<file path="src/rtl/bdq_pkg.sv">
// Shared types, request and status codes for the bounded deque.
`default_nettype none
package bdq_pkg;

  // Default store depth
  localparam int DEPTH_DEF = 16;

  // Field widths
  localparam int FUNC_W   = 3;
  localparam int VAL_W    = 32;
  localparam int STATUS_W = 2;
  localparam int CNT_W    = 5;

  // Request codes
  localparam logic [FUNC_W-1:0] FN_PUSH_FRONT = 3'd0;
  localparam logic [FUNC_W-1:0] FN_PUSH_BACK  = 3'd1;
  localparam logic [FUNC_W-1:0] FN_POP_FRONT  = 3'd2;
  localparam logic [FUNC_W-1:0] FN_POP_BACK   = 3'd3;
  localparam logic [FUNC_W-1:0] FN_DELETE     = 3'd4;

  // Status codes
  localparam logic [STATUS_W-1:0] ST_OK       = 2'd0;
  localparam logic [STATUS_W-1:0] ST_EMPTY    = 2'd1;
  localparam logic [STATUS_W-1:0] ST_FULL     = 2'd2;
  localparam logic [STATUS_W-1:0] ST_NOTFOUND = 2'd3;

  // Value reported by a pop or delete on an empty queue
  localparam logic signed [VAL_W-1:0] EMPTY_VAL = -32'sd1;

  typedef struct packed {
    logic [FUNC_W-1:0]       func;
    logic signed [VAL_W-1:0] value;
  } in_t;

  typedef struct packed {
    logic [STATUS_W-1:0]     status;
    logic signed [VAL_W-1:0] removed_value;
    logic [CNT_W-1:0]        count;
  } out_t;

endpackage
`default_nettype wire

</file>
<file path="src/rtl/bounded_deque_with_value_delete.sv">
// Bounded deque of signed 32-bit values with delete-by-value, top level.
//
// Requests arrive on the in_ channel (valid/ready); each one returns exactly
// one result beat on the out_ channel: status, removed value, entry count.
// Entries live in a RAM with registered read data, used as a ring buffer.
// Work per request, from the accepting edge until in_ready can rise again:
//   push or unused code: result registered at once (a push writes the RAM)
//   pop front or back:   one RAM read, then the result
//   pop or delete on an empty queue, push into a full queue: result at once
//   delete by value: the search reads one entry per cycle from the front;
//   on a match before the last entry, the tail then moves up one entry per
//   cycle, each step one RAM write paired with a read of the next entry, if any.
// Results sit in an output register; while idle, a new request is accepted
// in the cycle the held result is taken, or whenever it is empty. A stalled
// receiver therefore holds the block after at most one waiting result.
// Synchronous reset (rst_n low) empties the queue and drops any pending
// result; the RAM is not cleared, since only occupied entries are read.
`default_nettype none
module bounded_deque_with_value_delete #(
  parameter int DEPTH = bdq_pkg::DEPTH_DEF
) (
  input  wire logic          clk,
  input  wire logic          rst_n,
  input  wire logic          in_valid,
  output logic               in_ready,
  input  wire bdq_pkg::in_t  in_data,
  output logic               out_valid,
  input  wire logic          out_ready,
  output bdq_pkg::out_t      out_data
);

  localparam int AW     = $clog2(DEPTH);
  localparam int CW     = $clog2(DEPTH + 1);
  localparam int VW     = bdq_pkg::VAL_W;
  localparam int OutCnt = bdq_pkg::CNT_W;

  // Controller state codes
  localparam logic [1:0] S_IDLE   = 2'd0;
  localparam logic [1:0] S_POP    = 2'd1;
  localparam logic [1:0] S_SEARCH = 2'd2;
  localparam logic [1:0] S_SHIFT  = 2'd3;

  logic [1:0]    state_r, state_nxt;
  logic [AW-1:0] front_r, front_nxt;
  logic [CW-1:0] count_r, count_nxt;
  logic [CW-1:0] off_r, off_nxt;
  logic [VW-1:0] val_r, val_nxt;
  bdq_pkg::out_t out_r, out_nxt;
  logic          out_valid_r, out_valid_nxt;

  logic          wr_en;
  logic [AW-1:0] wr_addr;
  logic [VW-1:0] wr_data;
  logic          rd_en;
  logic [AW-1:0] rd_addr;
  logic [VW-1:0] rd_data;

  logic          accept;
  logic [CW-1:0] count_inc;
  logic [CW-1:0] count_dec;
  logic [CW-1:0] off_p1;
  logic [CW:0]   off_p2;
  logic [AW-1:0] front_dec;

  // Ring position of the entry at a given offset from the front
  function automatic logic [AW-1:0] wrap(input logic [AW-1:0] base,
                                         input logic [CW-1:0] off);
    logic [CW:0] sum;
    sum = (CW + 1)'(base) + (CW + 1)'(off);
    if (sum >= (CW + 1)'(DEPTH)) begin
      sum = sum - (CW + 1)'(DEPTH);
    end
    return sum[AW-1:0];
  endfunction

  bdq_ram #(
    .WIDTH (VW),
    .DEPTH (DEPTH)
  ) u_store (
    .clk     (clk),
    .wr_en   (wr_en),
    .wr_addr (wr_addr),
    .wr_data (wr_data),
    .rd_en   (rd_en),
    .rd_addr (rd_addr),
    .rd_data (rd_data)
  );

  assign in_ready  = (state_r == S_IDLE) && (!out_valid_r || out_ready);
  assign accept    = in_valid && in_ready;
  assign out_valid = out_valid_r;
  assign out_data  = out_r;

  assign count_inc = count_r + CW'(1);
  assign count_dec = count_r - CW'(1);
  assign off_p1    = off_r + CW'(1);
  assign off_p2    = (CW + 1)'(off_r) + (CW + 1)'(2);
  assign front_dec = (front_r == '0) ? AW'(DEPTH - 1) : (front_r - AW'(1));

  // Sequence each request through the store and build its result
  always_comb begin
    state_nxt     = state_r;
    front_nxt     = front_r;
    count_nxt     = count_r;
    off_nxt       = off_r;
    val_nxt       = val_r;
    out_nxt       = out_r;
    out_valid_nxt = out_valid_r;
    wr_en         = 1'b0;
    wr_addr       = front_r;
    wr_data       = in_data.value;
    rd_en         = 1'b0;
    rd_addr       = front_r;

    // Drop the held beat once taken
    if (out_valid_r && out_ready) begin
      out_valid_nxt = 1'b0;
    end

    case (state_r)
      S_IDLE: begin
        if (accept) begin
          out_valid_nxt         = 1'b1;
          out_nxt.status        = bdq_pkg::ST_OK;
          out_nxt.removed_value = '0;
          out_nxt.count         = OutCnt'(count_r);
          case (in_data.func)
            bdq_pkg::FN_PUSH_FRONT, bdq_pkg::FN_PUSH_BACK: begin
              if (count_r == CW'(DEPTH)) begin
                out_nxt.status = bdq_pkg::ST_FULL;
              end else begin
                wr_en = 1'b1;
                if (in_data.func == bdq_pkg::FN_PUSH_FRONT) begin
                  wr_addr   = front_dec;
                  front_nxt = front_dec;
                end else begin
                  wr_addr = wrap(front_r, count_r);
                end
                count_nxt     = count_inc;
                out_nxt.count = OutCnt'(count_inc);
              end
            end
            bdq_pkg::FN_POP_FRONT, bdq_pkg::FN_POP_BACK: begin
              if (count_r == '0) begin
                out_nxt.status        = bdq_pkg::ST_EMPTY;
                out_nxt.removed_value = bdq_pkg::EMPTY_VAL;
              end else begin
                rd_en = 1'b1;
                if (in_data.func == bdq_pkg::FN_POP_FRONT) begin
                  rd_addr   = front_r;
                  front_nxt = wrap(front_r, CW'(1));
                end else begin
                  rd_addr = wrap(front_r, count_dec);
                end
                count_nxt     = count_dec;
                out_valid_nxt = 1'b0;
                state_nxt     = S_POP;
              end
            end
            bdq_pkg::FN_DELETE: begin
              if (count_r == '0) begin
                out_nxt.status        = bdq_pkg::ST_EMPTY;
                out_nxt.removed_value = bdq_pkg::EMPTY_VAL;
              end else begin
                rd_en         = 1'b1;
                rd_addr       = front_r;
                off_nxt       = '0;
                val_nxt       = in_data.value;
                out_valid_nxt = 1'b0;
                state_nxt     = S_SEARCH;
              end
            end
            default: begin
            end
          endcase
        end
      end

      // Return the popped entry
      S_POP: begin
        out_valid_nxt         = 1'b1;
        out_nxt.status        = bdq_pkg::ST_OK;
        out_nxt.removed_value = rd_data;
        out_nxt.count         = OutCnt'(count_r);
        state_nxt             = S_IDLE;
      end

      // Compare entry at off_r, prefetch the next one
      S_SEARCH: begin
        if (off_p1 < count_r) begin
          rd_en   = 1'b1;
          rd_addr = wrap(front_r, off_p1);
        end
        if (rd_data == val_r) begin
          if (off_p1 < count_r) begin
            state_nxt = S_SHIFT;
          end else begin
            count_nxt             = count_dec;
            out_valid_nxt         = 1'b1;
            out_nxt.status        = bdq_pkg::ST_OK;
            out_nxt.removed_value = val_r;
            out_nxt.count         = OutCnt'(count_dec);
            state_nxt             = S_IDLE;
          end
        end else if (off_p1 < count_r) begin
          off_nxt = off_p1;
        end else begin
          out_valid_nxt         = 1'b1;
          out_nxt.status        = bdq_pkg::ST_NOTFOUND;
          out_nxt.removed_value = '0;
          out_nxt.count         = OutCnt'(count_r);
          state_nxt             = S_IDLE;
        end
      end

      // Move entry off_r+1 up to off_r, prefetch off_r+2
      S_SHIFT: begin
        wr_en   = 1'b1;
        wr_addr = wrap(front_r, off_r);
        wr_data = rd_data;
        off_nxt = off_p1;
        if (off_p2 < (CW + 1)'(count_r)) begin
          rd_en   = 1'b1;
          rd_addr = wrap(front_r, off_p2[CW-1:0]);
        end else begin
          count_nxt             = count_dec;
          out_valid_nxt         = 1'b1;
          out_nxt.status        = bdq_pkg::ST_OK;
          out_nxt.removed_value = val_r;
          out_nxt.count         = OutCnt'(count_dec);
          state_nxt             = S_IDLE;
        end
      end

      default: begin
        state_nxt = S_IDLE;
      end
    endcase
  end

  // Control registers
  always_ff @(posedge clk) begin
    if (!rst_n) begin
      state_r     <= S_IDLE;
      front_r     <= '0;
      count_r     <= '0;
      out_valid_r <= 1'b0;
    end else begin
      state_r     <= state_nxt;
      front_r     <= front_nxt;
      count_r     <= count_nxt;
      out_valid_r <= out_valid_nxt;
    end
  end

  // Payload registers
  always_ff @(posedge clk) begin
    off_r <= off_nxt;
    val_r <= val_nxt;
    out_r <= out_nxt;
  end

`ifndef ASSERT_OFF
  a_count_bound: assert property (@(posedge clk) disable iff (!rst_n)
    count_r <= CW'(DEPTH))
    else $error("entry count above depth");

  a_ready_idle: assert property (@(posedge clk) disable iff (!rst_n)
    in_ready |-> (state_r == S_IDLE))
    else $error("request taken while busy");

  a_busy_no_beat: assert property (@(posedge clk) disable iff (!rst_n)
    (state_r != S_IDLE) |-> !out_valid_r)
    else $error("result beat held during a multi-cycle request");

  a_push_grows: assert property (@(posedge clk) disable iff (!rst_n)
    (accept && (in_data.func == bdq_pkg::FN_PUSH_BACK) && (count_r != CW'(DEPTH)))
      |=> (count_r == $past(count_r) + CW'(1)))
    else $error("push did not add an entry");
`endif

endmodule
`default_nettype wire

</file>
<file path="src/rtl/bdq_ram.sv">
// Generic single-write, single-read RAM with registered read data.
`default_nettype none
module bdq_ram #(
  parameter int WIDTH = 32,
  parameter int DEPTH = 16
) (
  input  wire logic                     clk,
  input  wire logic                     wr_en,
  input  wire logic [$clog2(DEPTH)-1:0] wr_addr,
  input  wire logic [WIDTH-1:0]         wr_data,
  input  wire logic                     rd_en,
  input  wire logic [$clog2(DEPTH)-1:0] rd_addr,
  output logic      [WIDTH-1:0]         rd_data
);

  logic [WIDTH-1:0] mem [DEPTH];
  logic [WIDTH-1:0] rd_data_r;

  // Write port
  always_ff @(posedge clk) begin
    if (wr_en) begin
      mem[wr_addr] <= wr_data;
    end
  end

  // Registered read port
  always_ff @(posedge clk) begin
    if (rd_en) begin
      rd_data_r <= mem[rd_addr];
    end
  end

  assign rd_data = rd_data_r;

endmodule
`default_nettype wire
</file>
<file path="config.mk">
export PLATFORM = sky130hd
export DESIGN_NAME = bounded_deque_with_value_delete
export DESIGN_NICKNAME = d
export VERILOG_FILES = /design/src/rtl/bdq_pkg.sv /design/src/rtl/bounded_deque_with_value_delete.sv /design/src/rtl/bdq_ram.sv
export SDC_FILE = /design/constraint.sdc
export NUM_CORES = 1
export LEC_CHECK = 0
export BUFFER_PORTS_ARGS = -buffer_cell sky130_fd_sc_hd__buf_2
export CORE_ASPECT_RATIO = 1.1
export CORE_MARGIN = 3
export CORE_UTILIZATION = 40
export DETAILED_ROUTE_END_ITERATION = 6
export PLACE_DENSITY = 0.63
export SLEW_MARGIN = 0
export SYNTH_ARGS = -nofsm -noshare
export SYNTH_HDL_FRONTEND = slang
export SYNTH_SLANG_ARGS = --single-unit
</file>
<file path="constraint.sdc">
create_clock -name clk -period 7.3 [get_ports clk]
set_clock_uncertainty 0.2 [all_clocks]
set_input_delay 0.365 -clock clk [delete_from_list [all_inputs] [get_ports clk]]
set_output_delay 0.365 -clock clk [all_outputs]
set_load 0.03 [all_outputs]
</file>
# [Word-level counts from Yosys, hierarchy flattened]
# Memory sizes are Yosys's and may differ from the RTL's. A register that Yosys moved wholly into a read port is not among the register bits.
# Cells that the tools add are included.
# Widths: inputs -> output; s select.
[op_classes] addsub=17 magnitude_cmp=8 eq_ne=26 n_mux=78 bitwise=1 reduce_logical=20
[ops] operator="$mux 39" n=5
[ops] operator="$pmux 39 s4" n=1
[ops] operator="$mux 4" n=21
[ops] operator="$mux 32" n=2
[ops] operator="$mux 5" n=12
[ops] operator="$mux 33" n=1
[ops] operator="$eq 32x32->1" n=1
[ops] operator="$add 4x5->6" n=5
[ops] operator="$ge 6x5->1 const B" n=5
[ops] operator="$pmux 5 s3" n=2
[ops] operator="$sub 4x1->4 const B" n=7
[ops] operator="$ne 2x2->1 const B" n=11
[ops] operator="$mux 1" n=16
[ops] operator="$mux 2" n=8
[ops] operator="$pmux 4 s2" n=2
[ops] operator="$reduce_and 7->1" n=2
[ops] operator="$pmux 4 s3" n=1
[ops] operator="$reduce_and 6->1" n=2
[ops] operator="$add 5x1->5 const B" n=2
[ops] operator="$pmux 5 s2" n=1
[ops] operator="$ne 3x3->1 const B" n=3
[ops] operator="$pmux 2 s2" n=2
[ops] operator="$pmux 2 s4" n=1
[ops] operator="$add 5x2->6 const B" n=1
[ops] operator="other kinds (30)" n=36
[totals] regBits=88 ramBits=512 input_bits=39 output_inout_bits=41 elab_cells=160 n_memories=1
[memory_table] memory="u_store.mem" depth=16 width=32 rd=1 rd_ports_with_merged_regs=1 wr=1 line="bdq_ram.sv:16" rtl="logic [WIDTH-1:0] mem [DEPTH];"

# [Logic depth before layout (Yosys ltp)]
# Gate-level depths: netlist of run 1.
[logic_depth] depth_word=9 mapped_depth=17 depth_no_buf=13

# [By module]
# From an unflattened synthesis of run 1, not the netlist that was laid out.
[hier_totals] cells_unflattened=1366 area_unflattened_um2=26057.5
[by_module_without_submodules] mod="bdq_ram" instances=1 cells_each=838 area_each_um2=20156.8 seq_area_each_um2=16335.7
[by_module_without_submodules] mod="bounded_deque_with_value_delete" instances=1 cells_each=528 area_each_um2=5900.7 seq_area_each_um2=2522.4

# [Worst setup path before layout of run 1]
# Ideal clock, no wire load.
[synth_path] path_kind="reg2reg" from="register off_r[1]" to="register u_store.rd_data_r[0] (netlist: u_store.rd_data[0]), read port of u_store.mem (enable)" setup_ps=441 t_arrival_ps=3802 required_ps=6659 setup_slack_ps=2857 stages_incl_launch_ff=9 path_buffers=0 synth_period_minus_slack_ps=4443 cell_sequence="edfxtp_1 -> ha_1 -> xor2_1 -> ha_1 -> a21o_1 -> a211oi_1 -> a21boi_0 -> nand2_1 -> a31oi_1"
[synth_between] word_cells_on_any_way=18 cone_classes="add/sub (6); order compare (4); mux (8)"
[synth_rtl] item="start: declaration" line="bounded_deque_with_value_delete.sv:46" rtl="logic [CW-1:0] off_r, off_nxt;"
[synth_rtl] item="start signal: assignment" line="bounded_deque_with_value_delete.sv:258" rtl="off_r <= off_nxt;"
[synth_rtl] item="$add 5x2->6 or $add 5x1->5 (tied branches)" line="bounded_deque_with_value_delete.sv:97, bounded_deque_with_value_delete.sv:96"
[synth_rtl] item="$lt 6x5->1 or $lt 5x5->1 (tied branches)" line="bounded_deque_with_value_delete.sv:222, bounded_deque_with_value_delete.sv:190"
[synth_rtl] item="$mux 1, on equally long branches" line="bounded_deque_with_value_delete.sv:222, bounded_deque_with_value_delete.sv:190"
[synth_rtl] item="$pmux 1 s3 *" line="bounded_deque_with_value_delete.sv:120" rtl="case (state_r)"
[synth_rtl] item="named net rd_en" line="bounded_deque_with_value_delete.sv:54" rtl="logic rd_en;"
[synth_rtl] item="end: declaration" line="bdq_ram.sv:17" rtl="logic [WIDTH-1:0] rd_data_r;"
# The timed path passes the listed nets; every way through them passes the cells marked *.
# A chain may end at the register's enable or synchronous reset.

# [Worst setup path in the final report of run 1]
[layout_path] from="register front_r[1]" to="register u_store.rd_data_r[8] (netlist: u_store.rd_data[8]), read port of u_store.mem (data pin)"
[layout_between] elab_chain_len=8 word_cells_on_any_way=19 cone_classes="add/sub (6); order compare (3); mux (10)"
[layout_rtl] item="start: declaration" line="bounded_deque_with_value_delete.sv:44" rtl="logic [AW-1:0] front_r, front_nxt;"
[layout_rtl] item="start signal: assignment" line="bounded_deque_with_value_delete.sv:250" rtl="front_r <= front_nxt;"
[layout_rtl] item="$add 4x5->6" line="bounded_deque_with_value_delete.sv:69" rtl="sum = (CW + 1)'(base) + (CW + 1)'(off);"
[layout_rtl] item="$ge 6x5->1 or $sub 4x1->4 (tied branches)" line="bounded_deque_with_value_delete.sv:70, bounded_deque_with_value_delete.sv:71"
[layout_rtl] item="$mux 4" line="bounded_deque_with_value_delete.sv:70" rtl="if (sum >= (CW + 1)'(DEPTH)) begin"
[layout_rtl] item="$mux 4" line="bounded_deque_with_value_delete.sv:149" rtl="if (in_data.func == bdq_pkg::FN_POP_FRONT) begin"
[layout_rtl] item="$mux 4" line="bounded_deque_with_value_delete.sv:144" rtl="if (count_r == '0) begin"
[layout_rtl] item="$mux 4"
[layout_rtl] item="$mux 4" line="bounded_deque_with_value_delete.sv:122" rtl="if (accept) begin"
[layout_rtl] item="$pmux 4 s3 *" line="bounded_deque_with_value_delete.sv:120"
# Mark *: on every way between the ends. The rest lies on a longest branch, timed or not.

==> results.txt, run 1 <==
FILL cells: 5927
Root buffer cell: clkbuf_16
Final wirelength: 78.1 mm
Vias in the first global route: 17300
DR pass1 iterations: 6
Clock transition at path regs: 0.06 ns
Power per cell area: 379 nW/um^2
CTS tree: yes
Unrepaired setup endpoints after global routing: false
Fin. max-slew vios: 0
Yosys Warn Count: 0
Number of vias in the routed layout: 17800
First-pass GRT wire length: 113 mm
Antenna violations before repair: 2
Relative slew slack: 0.177
Synth cell types: 67
GP Congestion: 0.909
Final Total Pwr: 0.0116 W
Total track usage: 0.218
NetSw: 0.00431 W
Worst Hold Class: in -> reg
Post-Syn Area: 27000 sq um
Width of the die: 254 microns
Share of cells above drive strength 1: 0.121
Clock sink count: 632
Drt via density: 5.76
Antenna diodes: 0
CP Capture Type: flip-flop
CTS max path bufs: 3
Worst hold slack: 0.0773 ns
Startpoint Class: flip-flop
Clk Latency, worst-skew pair: 0.65 ns
FP Rows: 99
Max Freq: 187 MHz
# H-tree levels: 2
Sequential fraction of the synthesis area: 0.697
Minimum clock period after layout: 5.35 ns
Sequential share of power: 0.405
Synthesized Nets: 2175
Seq cells post-synth: 632
Setup tns final: 0 ns
Leak pwr: 10.3 nW
Status: completed
Logic pwr share: 0.336
FFs w/ async S/R, synth: 0
Gate Count Post-Synth: 2097
Critical Path RT: 7.59 ns
Die H: 279 microns
Final Net Count: 2266
DRC: 0
Tcrit/Tclk final: 0.733
WL/cell: 25.3 microns
Worst-margin pin slew: 1.23 ns
Iter 0 DRT Violations: 2134
Crit Path Max Fanout: 46
Buffers on Ports: 79
Peak supply drop: 0.315 mV
Hold Violations, Final: 0
Die ar.: 70800 sq um
Critical Setup Path Class: reg -> reg
Post-DP HPWL: 44.2 mm
Clock power share: 0.259
Final setup vio count: 0
Internal power: 0.00730 W
Max cap viols: 0
Worst EP arrival: 5.64 ns
Initial Utilization: 0.406
Switch share: 0.371
Top_reg_cell synth: edfxtp_1
Largest net degree at the start of global routing: 200
# Post-CTS Setup Buffers: 0
Syn Area/Cell: 12.9 sq um
Core ar.: 66600 sq um
EDFF count, synth: 620
Detail Route Antenna Nets: 0
Number of CTS-inserted buffers: 61
I/O pin count: 80
Remaining global-route overflow: 0
Area growth, synth to finish: 13.3%
==> timing repair <==
item	4_1_cts	5_1_grt
hold buffers	36	0
hold endpoints to repair	41	0
gates resized for setup	0	0
==> synthesized netlist by cell type, types with 5 or more instances <==
cell | instances | area share
a211oi_1 | 7 | 0.0019
a21o_1 | 12 | 0.0033
a21oi_1 | 33 | 0.0061
a22oi_1 | 32 | 0.0089
a31oi_1 | 8 | 0.0019
a32oi_1 | 33 | 0.011
and2_1 | 12 | 0.0028
and3_1 | 8 | 0.0019
buf_1 | 8 | 0.0011
buf_2 | 57 | 0.011
buf_4 | 6 | 0.0017
clkbuf_1 | 49 | 0.0068
dfxtp_1 | 12 | 0.0089
edfxtp_1 | 620 | 0.69
fa_1 | 5 | 0.0037
ha_1 | 34 | 0.016
inv_1 | 24 | 0.0033
mux2_2 | 32 | 0.013
mux2i_1 | 36 | 0.013
nand2_1 | 365 | 0.051
nand2b_1 | 9 | 0.0021
nand3_1 | 203 | 0.038
nor2_1 | 229 | 0.032
nor2b_1 | 5 | 0.0012
nor4_1 | 9 | 0.0021
o211ai_1 | 35 | 0.0097
o21ai_0 | 56 | 0.010
o221ai_1 | 31 | 0.010
or3_1 | 5 | 0.0012
xnor2_1 | 16 | 0.0052
xor2_1 | 40 | 0.013
==> path summary, 6_finish.rpt <==
check | from | cells after the start | slack [ns] | endpoint
worst max-delay path | front_r[1] | 12 | 1.95 | u_store.rd_data[8]
worst min-delay path | in_data[32] | 4 | 0.08 | state_r[0]
worst max register to register | front_r[1] | 12 | 1.95 | u_store.rd_data[8]
worst min register to register | count_r[3] | 2 | 0.47 | count_r[3]
==> placed cells by master (no fill, tap or decap), types with 15 or more instances in the layout <==
cell type	n
ha_1	32
clkbuf_16	61
o221ai_1	31
clkinv_1	16
mux2i_1	36
edfxtp_1	620
xor2_1	40
o21ai_0	56
a22oi_1	32
nor2_1	220
inv_1	24
a21oi_1	32
clkbuf_1	15
o211ai_1	35
a32oi_1	33
buf_2	79
buf_4	35
dlygate4sd3_1	36
nand2_1	365
nand3_1	202
mux2_2	32
xnor2_1	16
==> stage by stage <==
stage / instance area [sq um] / setup WS, ns / utilization / std cells
CTS: 30700 / 2.03 / 0.460 / 3094
finish: 30700 / 1.95 / 0.460 / 3094
floorplan: 27000 / 2.86 / - / 2097
global route: 30700 / 1.64 / 0.460 / 3094
global placement: 28400 / 2.12 / 0.426 / 2947
detailed placement: 28400 / 2.05 / 0.426 / 2947
==> cell type report <==
| type | count | area, sq um | area share |
|---|---|---|---|
| Sequential cell | 632 | 18900 | 0.615 |
| Multi-Input combinational cell | 1314 | 7670 | 0.250 |
| Clock buffer | 76 | 1580 | 0.0516 |
| Timing Repair Buffer | 153 | 1080 | 0.0352 |
| Tap cell | 858 | 1070 | 0.0350 |
| Clock inverter | 35 | 294 | 0.00959 |
| Inverter | 26 | 97.6 | 0.00318 |
==> cell families (layout without fill, tap and decap cells) <==
group                    count (synthesis)  count (layout)  share of synthesized area
XOR/XNOR                                56              56                     0.0181
flip-flops                             632             632                      0.697
AO/OA/AOI/OAI                          287             287                     0.0756
buffers and inverters                  151             290                     0.0256
AND/OR/NAND/NOR                        864             864                      0.137
adder cells (fa/ha/maj)                 39              39                     0.0194
multiplexers                            68              68                     0.0266
==> per-layer routing <==
| layer | wire [microns] | global-route usage | vias up |
|---|---|---|---|
| li1 | - | - | 7935 |
| met1 | 31900 | 0.297 | 8906 |
| met2 | 36700 | 0.348 | 837 |
| met3 | 6480 | 0.0373 | 157 |
| met4 | 3120 | 0.0854 | 0 |
| met5 | 0 | 0 | - |
==> critical path: stages, from the launching register on <==
cell      delay (ns)
dfxtp_1         0.96
inv_1           0.40
fa_1            0.60
or4b_1          0.50
o21ai_0         0.16
a21oi_1         0.07
a32oi_1         0.42
a21o_4          0.57
buf_4           0.58
mux2i_1         0.16
a32oi_1         0.20
o221ai_1        0.14
o211ai_1        0.19
==> sequential cells by signal, indices dropped and copies added (netlist names) <==
signal,count
count_r,5
front_r,4
off_r,5
out_data,39
out_valid,1
state_r,2
u_store.mem,512
u_store.rd_data,32
val_r,32
==> power by group through the flow <==
stage,clock network [W],registers (W),logic [W]
after global routing,0.00318,0.00472,0.00423
after floorplan,0,0.00493,0.00243
after CTS,0.00305,0.00469,0.00387
final,0.00301,0.00470,0.00390
after global placement,0,0.00476,0.00377
after detailed placement,0,0.00477,0.00384
Power figures use the tool's default switching activity.
==> run 2, diff against run 1 <==
Settings changed: ABC_AREA set to 1.
Clock period 7.3 ns to 5.5 ns, I/O delays scaled along.
==> run 2 against run 1 <==
Register-to-register slack worse by 1.0 ns. Count of clock-buffer cells in the layout decreased by 6. Total power up 40%.
==> results.txt, run 2 <==
Design Area, Final: 33500 sq um
# Post-CTS Setup Buffers: 0
Iter 0 DRT Violations: 2100
Multiplexer area fraction after synthesis: 0
# H-tree levels: 2
EDFF count, synth: 620
Share of cells above drive strength 1: 0.0914
Metal3 WL: 6.13 mm
Largest family of logic cells by synthesized area: simple AND/OR/NAND/NOR gates
Hold Violations, Final: 0
DR WL met2: 38.1 mm
DP Area: 31300 sq um
Compound-gate portion of the synthesized area: 0.0214
Setup WS post-layout: 0.954 ns
Top_reg_cell synth: edfxtp_1
Post-Syn Area: 29700 sq um
Final Net Count: 3092
CTS max path bufs: 3
Vias in the first global route: 19900
Peak supply drop: 0.343 mV
Most common cell after layout, fill and taps aside: nand2_1
Top cell type's share of synthesized area: 0.628
Seq cells post-synth: 632
CP Capture Type: flip-flop
Die ar.: 77500 sq um
Fin. max-slew vios: 0
Width of the die: 266 microns
Pre-CTS setup slack: 1.02 ns
Area growth, synth to finish: 13.1%
DR pass1 iterations: 6
Clock sink count: 632
Post-DP HPWL: 45.9 mm
Die H: 292 microns
Area contributors post-synth: edfxtp_1 (63%), nand3_1 (10%), nand2_1 (9.8%), inv_1 (5.0%), nand3b_1 (1.7%)
Tcrit/Tclk final: 0.827
Final wirelength: 79.9 mm
Gate Count Post-Synth: 2930
CTS tree: yes
Commonest cells post-synth: nand2_1 (774), edfxtp_1 (620), nand3_1 (606)
Number of flip-flops in the largest register: 512
Leak pwr: 13.9 nW
Core ar.: 73400 sq um
First-pass GRT wire length: 121 mm
Setup tns final: 0 ns
Crit Path Max Fanout: 25
Startpoint Class: flip-flop
Buffers on Ports: 79
Worst-margin pin slew: 1.21 ns
Yosys Warn Count: 0
Placed insts: 3869
Final setup vio count: 0
Status: completed
Antenna diodes: 0
Number of cells on the worst hold path: 5
Unrepaired setup endpoints after global routing: false
Number of CTS-inserted buffers: 59
Syn Area/Cell: 10.1 sq um
Root buffer cell: clkbuf_16
Top Layer Used: met4
Remaining global-route overflow: 0
FFs w/ async S/R, synth: 0
Worst reg2reg path depth: 21
Largest reg by FF count: u_store.mem
Synthesized Nets: 3008
Critical Path RT: 5.79 ns
FP Rows: 104
Initial Utilization: 0.404
Clock transition at path regs: 0.06 ns
Detail Route Antenna Nets: 0
Max Freq: 220 MHz
Antenna violations before repair: 0
Worst EP arrival: 4.84 ns
Minimum clock period after layout: 4.55 ns
Max cap viols: 0
Worst Hold Class: in -> reg
DRC: 0
Total track usage: 0.203
Sequential fraction of the synthesis area: 0.636
Relative slew slack: 0.190
Most frequent cells in the layout: nand2_1 (773), edfxtp_1 (620), nand3_1 (606)
WL met1: 32.9 mm
Power per cell area: 486 nW/um^2
Clk Latency, worst-skew pair: 0.63 ns
Non-filler cells, final: 4017
I/O pin count: 80
Critical Setup Path Class: reg -> reg
Synth cell types: 44
Drt via density: 5.26
Post-Synth XOR/XNOR Area: 0.0118
Post-synthesis simple-gate area fraction: 0.233
GP Congestion: 0.878
R2R Setup Slk: 0.95 ns
Number of vias in the routed layout: 21100
WL/cell: 19.9 microns
Top-count cell post-synth: nand2_1
Largest net degree at the start of global routing: 142
Final Total Pwr: 0.0163 W
Dominant cell type by area after synthesis: edfxtp_1
Post-synthesis adder-cell area fraction: 0.0177
-- run 2: cell types whose count changed in the layout (fill, tap and decap cells not counted), moves of 22 or more --
cell      previous run  this run
o211ai_1            35         8
inv_1               24       391
mux2_2              32         0
a22oi_1             32         1
nor2_1             220        45
mux2i_1             36         0
a32oi_1             33         0
o221ai_1            31         0
xor2_1              40        18
nand3b_1             1        67
nand3_1            202       606
nand2_1            365       773
-- run 2: cell type report --
cell class,instances,area [sq um]
clock inverters,40,305
repair buffers,187,1490
multi-input cells,1731,8630
inverters,403,1510
well taps,954,1190
fillers,6750,39800
clock buffers,70,1560
flip-flops and latches,632,18900
-- run 2: path summary, 6_finish.rpt --
path | from | end
worst max-delay path | off_r[1] | u_store.rd_data[24]
worst min-delay path | in_data[33] | out_data[3]
worst max register to register | off_r[1] | u_store.rd_data[24]
worst min register to register | state_r[1] | out_valid
-- run 2: per-layer routing --
metal | track usage | up-vias
li1 | - | 9959
met4 | 0.0722 | 0
met1 | 0.273 | 10200
met5 | 0 | -
met3 | 0.0257 | 164
met2 | 0.339 | 836
-- run 2: cell families after synthesis --
group / Yosys count
simple gates: 1542
flops: 632
buf+inv: 567
compound gates: 111
xor+xnor: 39
fa+ha+maj: 39
-- run 2: report_power, final --
part | leakage [nW] | total, W | internal (W) | switching (W)
logic | 7.26 | 0.00608 | 0.00180 | 0.00428
clock network | 0.915 | 0.00398 | 0.00221 | 0.00177
registers | 5.73 | 0.00625 | 0.00596 | 0.000286
-- run 2: what timing repair did --
item | 4_1_cts | 5_1_grt
hold endpoints to repair | 75 | 0
hold buffers | 38 | 0
gates resized for setup | 0 | 0
-- run 2: worst max-delay path, stage by stage, from the launching register on --
cell	delay, ns
edfxtp_1	0.49
ha_1	0.27
nand2_1	0.06
inv_1	0.06
nand2_1	0.07
xor2_1	0.18
inv_1	0.06
ha_1	0.28
nand2_1	0.06
inv_1	0.05
a21oi_1	0.18
nand2_1	0.17
nor2_2	0.36
nand2_1	0.09
nand3_1	0.17
nor2_1	0.10
nor2_4	0.71
buf_4	0.41
nand3_1	0.12
nand3_1	0.09
nand3_1	0.09
nand2_1	0.11
-- run 2: metrics by stage --
step	util	hold WS (ns)
after floorplan	-	0.174
after global placement	0.427	0.274
after detailed placement	0.427	0.277
after CTS	0.457	0.0837
after global routing	0.457	0.152
final	0.457	0.127
==> run 3, diff against run 2 <==
Settings changed: PLACE_DENSITY 0.63 to 0.65.
Clock period 5.5 ns to 3.78 ns, I/O delays scaled along.
==> run 3 against run 2 <==
Sequential power grew 45%. Die area is the same. First-iteration DRC count grew 17%. Worst setup slack lost 0.78 ns. Total power grew 61%. Register-to-register slack lost 0.78 ns. Utilization grew 2.8 points. Wire length grew 6.1%. Critical endpoint is now u_store.rd_data[6]. Largest cell class unchanged.
==> results.txt, run 3 (synthesized netlist as in run 2, its figures left out) <==
Worst-margin pin slew: 0.972 ns
Core ar.: 73400 sq um
Peak supply drop: 0.509 mV
Final Net Count: 3211
Slowest-stage cell, CP: edfxtp_1
Status: completed
Clock transition at path regs: 0.07 ns
Number of CTS-inserted buffers: 59
Buffers on Ports: 79
CP Capture Type: flip-flop
Iter 0 DRT Violations: 2456
Placed insts: 3944
Startpoint Class: flip-flop
CP delay by family, top: simple AND/OR/NAND/NOR gates
DRC: 0
Max cap viols: 0
Hold Violations, Final: 0
Max Freq: 277 MHz
Power per cell area: 736 nW/um^2
Clock sink count: 632
Relative slew slack: 0.352
CTS tree: yes
Largest reg by FF count: u_store.mem
Fin. max-slew vios: 0
Initial Utilization: 0.404
Leak pwr: 14.9 nW
Total track usage: 0.204
GP Congestion: 0.914
DR pass1 iterations: 6
First-pass GRT wire length: 122 mm
Worst path max stage delay: 0.41 ns
Largest net degree at the start of global routing: 127
Minimum clock period after layout: 3.61 ns
Drt via density: 5.25
Number of flip-flops in the largest register: 512
FP Rows: 104
# H-tree levels: 2
Worst EP arrival: 3.80 ns
Most frequent cells in the layout: nand2_1 (769), edfxtp_1 (620), nand3_1 (596)
WL/cell: 20.5 microns
Die ar.: 77500 sq um
CTS max path bufs: 3
Tcrit/Tclk final: 0.955
Width of the die: 266 microns
Final setup vio count: 0
Critical Setup Path Class: reg -> reg
Remaining global-route overflow: 0
Area growth, synth to finish: 20.1%
Worst hold slack: 0.0910 ns
Share of cells above drive strength 1: 0.134
Worst Hold Class: in -> reg
Critical Path RT: 3.97 ns
Die H: 292 microns
Antenna diodes: 0
Crit-path most repeated cell: nand2_1
I/O pin count: 80
CP Cell Sequence: buf_6 > ha_2 > inv_1 > o21ai_0 > o21ai_1 > inv_1 > ha_4 > nand2_2 > inv_2 > a21oi_2 > nand2_1 > buf_6 > nand3_1 > nand2_2 > nor2_4 > nand2_8 > buf_16 > clkbuf_16 > nand3_1 > nand2_1 > nand2_1 > nand3_1 > nand3_2 > nand2_1
Crit Path Max Fanout: 13
Final wirelength: 84.7 mm
Crit path buf inv count: 7
Non-filler cells, final: 4132
Clk Latency, worst-skew pair: 0.64 ns
Detail Route Antenna Nets: 0
Antenna violations before repair: 2
Vias in the first global route: 20200
Most common cell after layout, fill and taps aside: nand2_1
Post-DP HPWL: 48.1 mm
Number of vias in the routed layout: 21700
Root buffer cell: clkbuf_16
[run 3: changes by cell type in the layout (fill, tap and decap cells not counted), sizes merged]
cell         before  now
bufinv            4    6
nand2           778  782
clkbuf           70   87
nor2             68   69
buf             149  242
inv             401  400
dlygate4sd3      38   39
clkinvlp          3    1
[run 3: what timing repair did]
| action | in CTS | in global routing |
|---|---|---|
| gates cloned | 2 | 26 |
| hold buffers | 39 | 0 |
| buffers inserted | 0 | 16 |
| setup endpoints to repair | 11 | 33 |
| hold endpoints to repair | 176 | 0 |
| gates resized for setup | 1 | 48 |
| pin swaps | 0 | 19 |
[run 3: final cells by class]
type / instances / area [sq um]
fillers: 6546 / 37800
clock buffers: 67 / 1530
inverters: 403 / 1510
well taps: 954 / 1190
repair buffers: 301 / 3340
clock inverters: 39 / 372
multi-input cells: 1736 / 8820
flip-flops and latches: 632 / 18900
[run 3: report_power, final]
group	switching, W	total [W]	internal, W	leakage, nW
clock network	0.00259	0.00589	0.00330	0.934
logic	0.00709	0.0112	0.00416	8.21
registers	0.000390	0.00906	0.00867	5.73
[run 3: routing by layer]
| layer | track usage | share of wire | up-vias |
|---|---|---|---|
| met4 | 0.0702 | 0.032 | 0 |
| met3 | 0.0275 | 0.081 | 159 |
| met1 | 0.271 | 0.40 | 10300 |
| met2 | 0.346 | 0.49 | 1018 |
| met5 | 0 | 0 | - |
| li1 | - | - | 10200 |
[run 3: metrics by stage]
step | worst slack [ns] | util | power (W) | setup TNS (ns) | instance area, sq um
floorplan | -0.109 | - | 0.0154 | -40.12 | 29700
global placement | 0.0293 | 0.441 | 0.0188 | 0 | 32400
detailed placement | 0.0132 | 0.441 | 0.0188 | 0 | 32400
CTS | 0.0213 | 0.472 | 0.0248 | 0 | 34700
global route | -0.0216 | 0.485 | 0.0276 | -0.0581 | 35600
finish | 0.170 | 0.485 | 0.0262 | 0 | 35600
[run 3: worst register-to-register path, stage by stage (launching register included)]
cell and delay (ns):
edfxtp_1 0.41, buf_6 0.14, ha_2 0.18, inv_1 0.06, o21ai_0 0.07, o21ai_1 0.11
inv_1 0.11, ha_4 0.22, nand2_2 0.06, inv_2 0.04, a21oi_2 0.13, nand2_1 0.10
buf_6 0.14, nand3_1 0.07, nand2_2 0.07, nor2_4 0.25, nand2_8 0.15, buf_16 0.22
clkbuf_16 0.19, nand3_1 0.07, nand2_1 0.07, nand2_1 0.07, nand3_1 0.09, nand3_2 0.10
nand2_1 0.05
[run 3: path summary, 6_finish.rpt]
check / startpoint / endpoint / slack [ns] / depth (start not counted)
setup / recovery: off_r[1] / u_store.rd_data[6] / 0.17 / 24
hold reg to reg: count_r[4] / count_r[4] / 0.40 / 2
hold / removal: in_data[10] / val_r[10] / 0.09 / 2
setup reg to reg: off_r[1] / u_store.rd_data[6] / 0.17 / 24
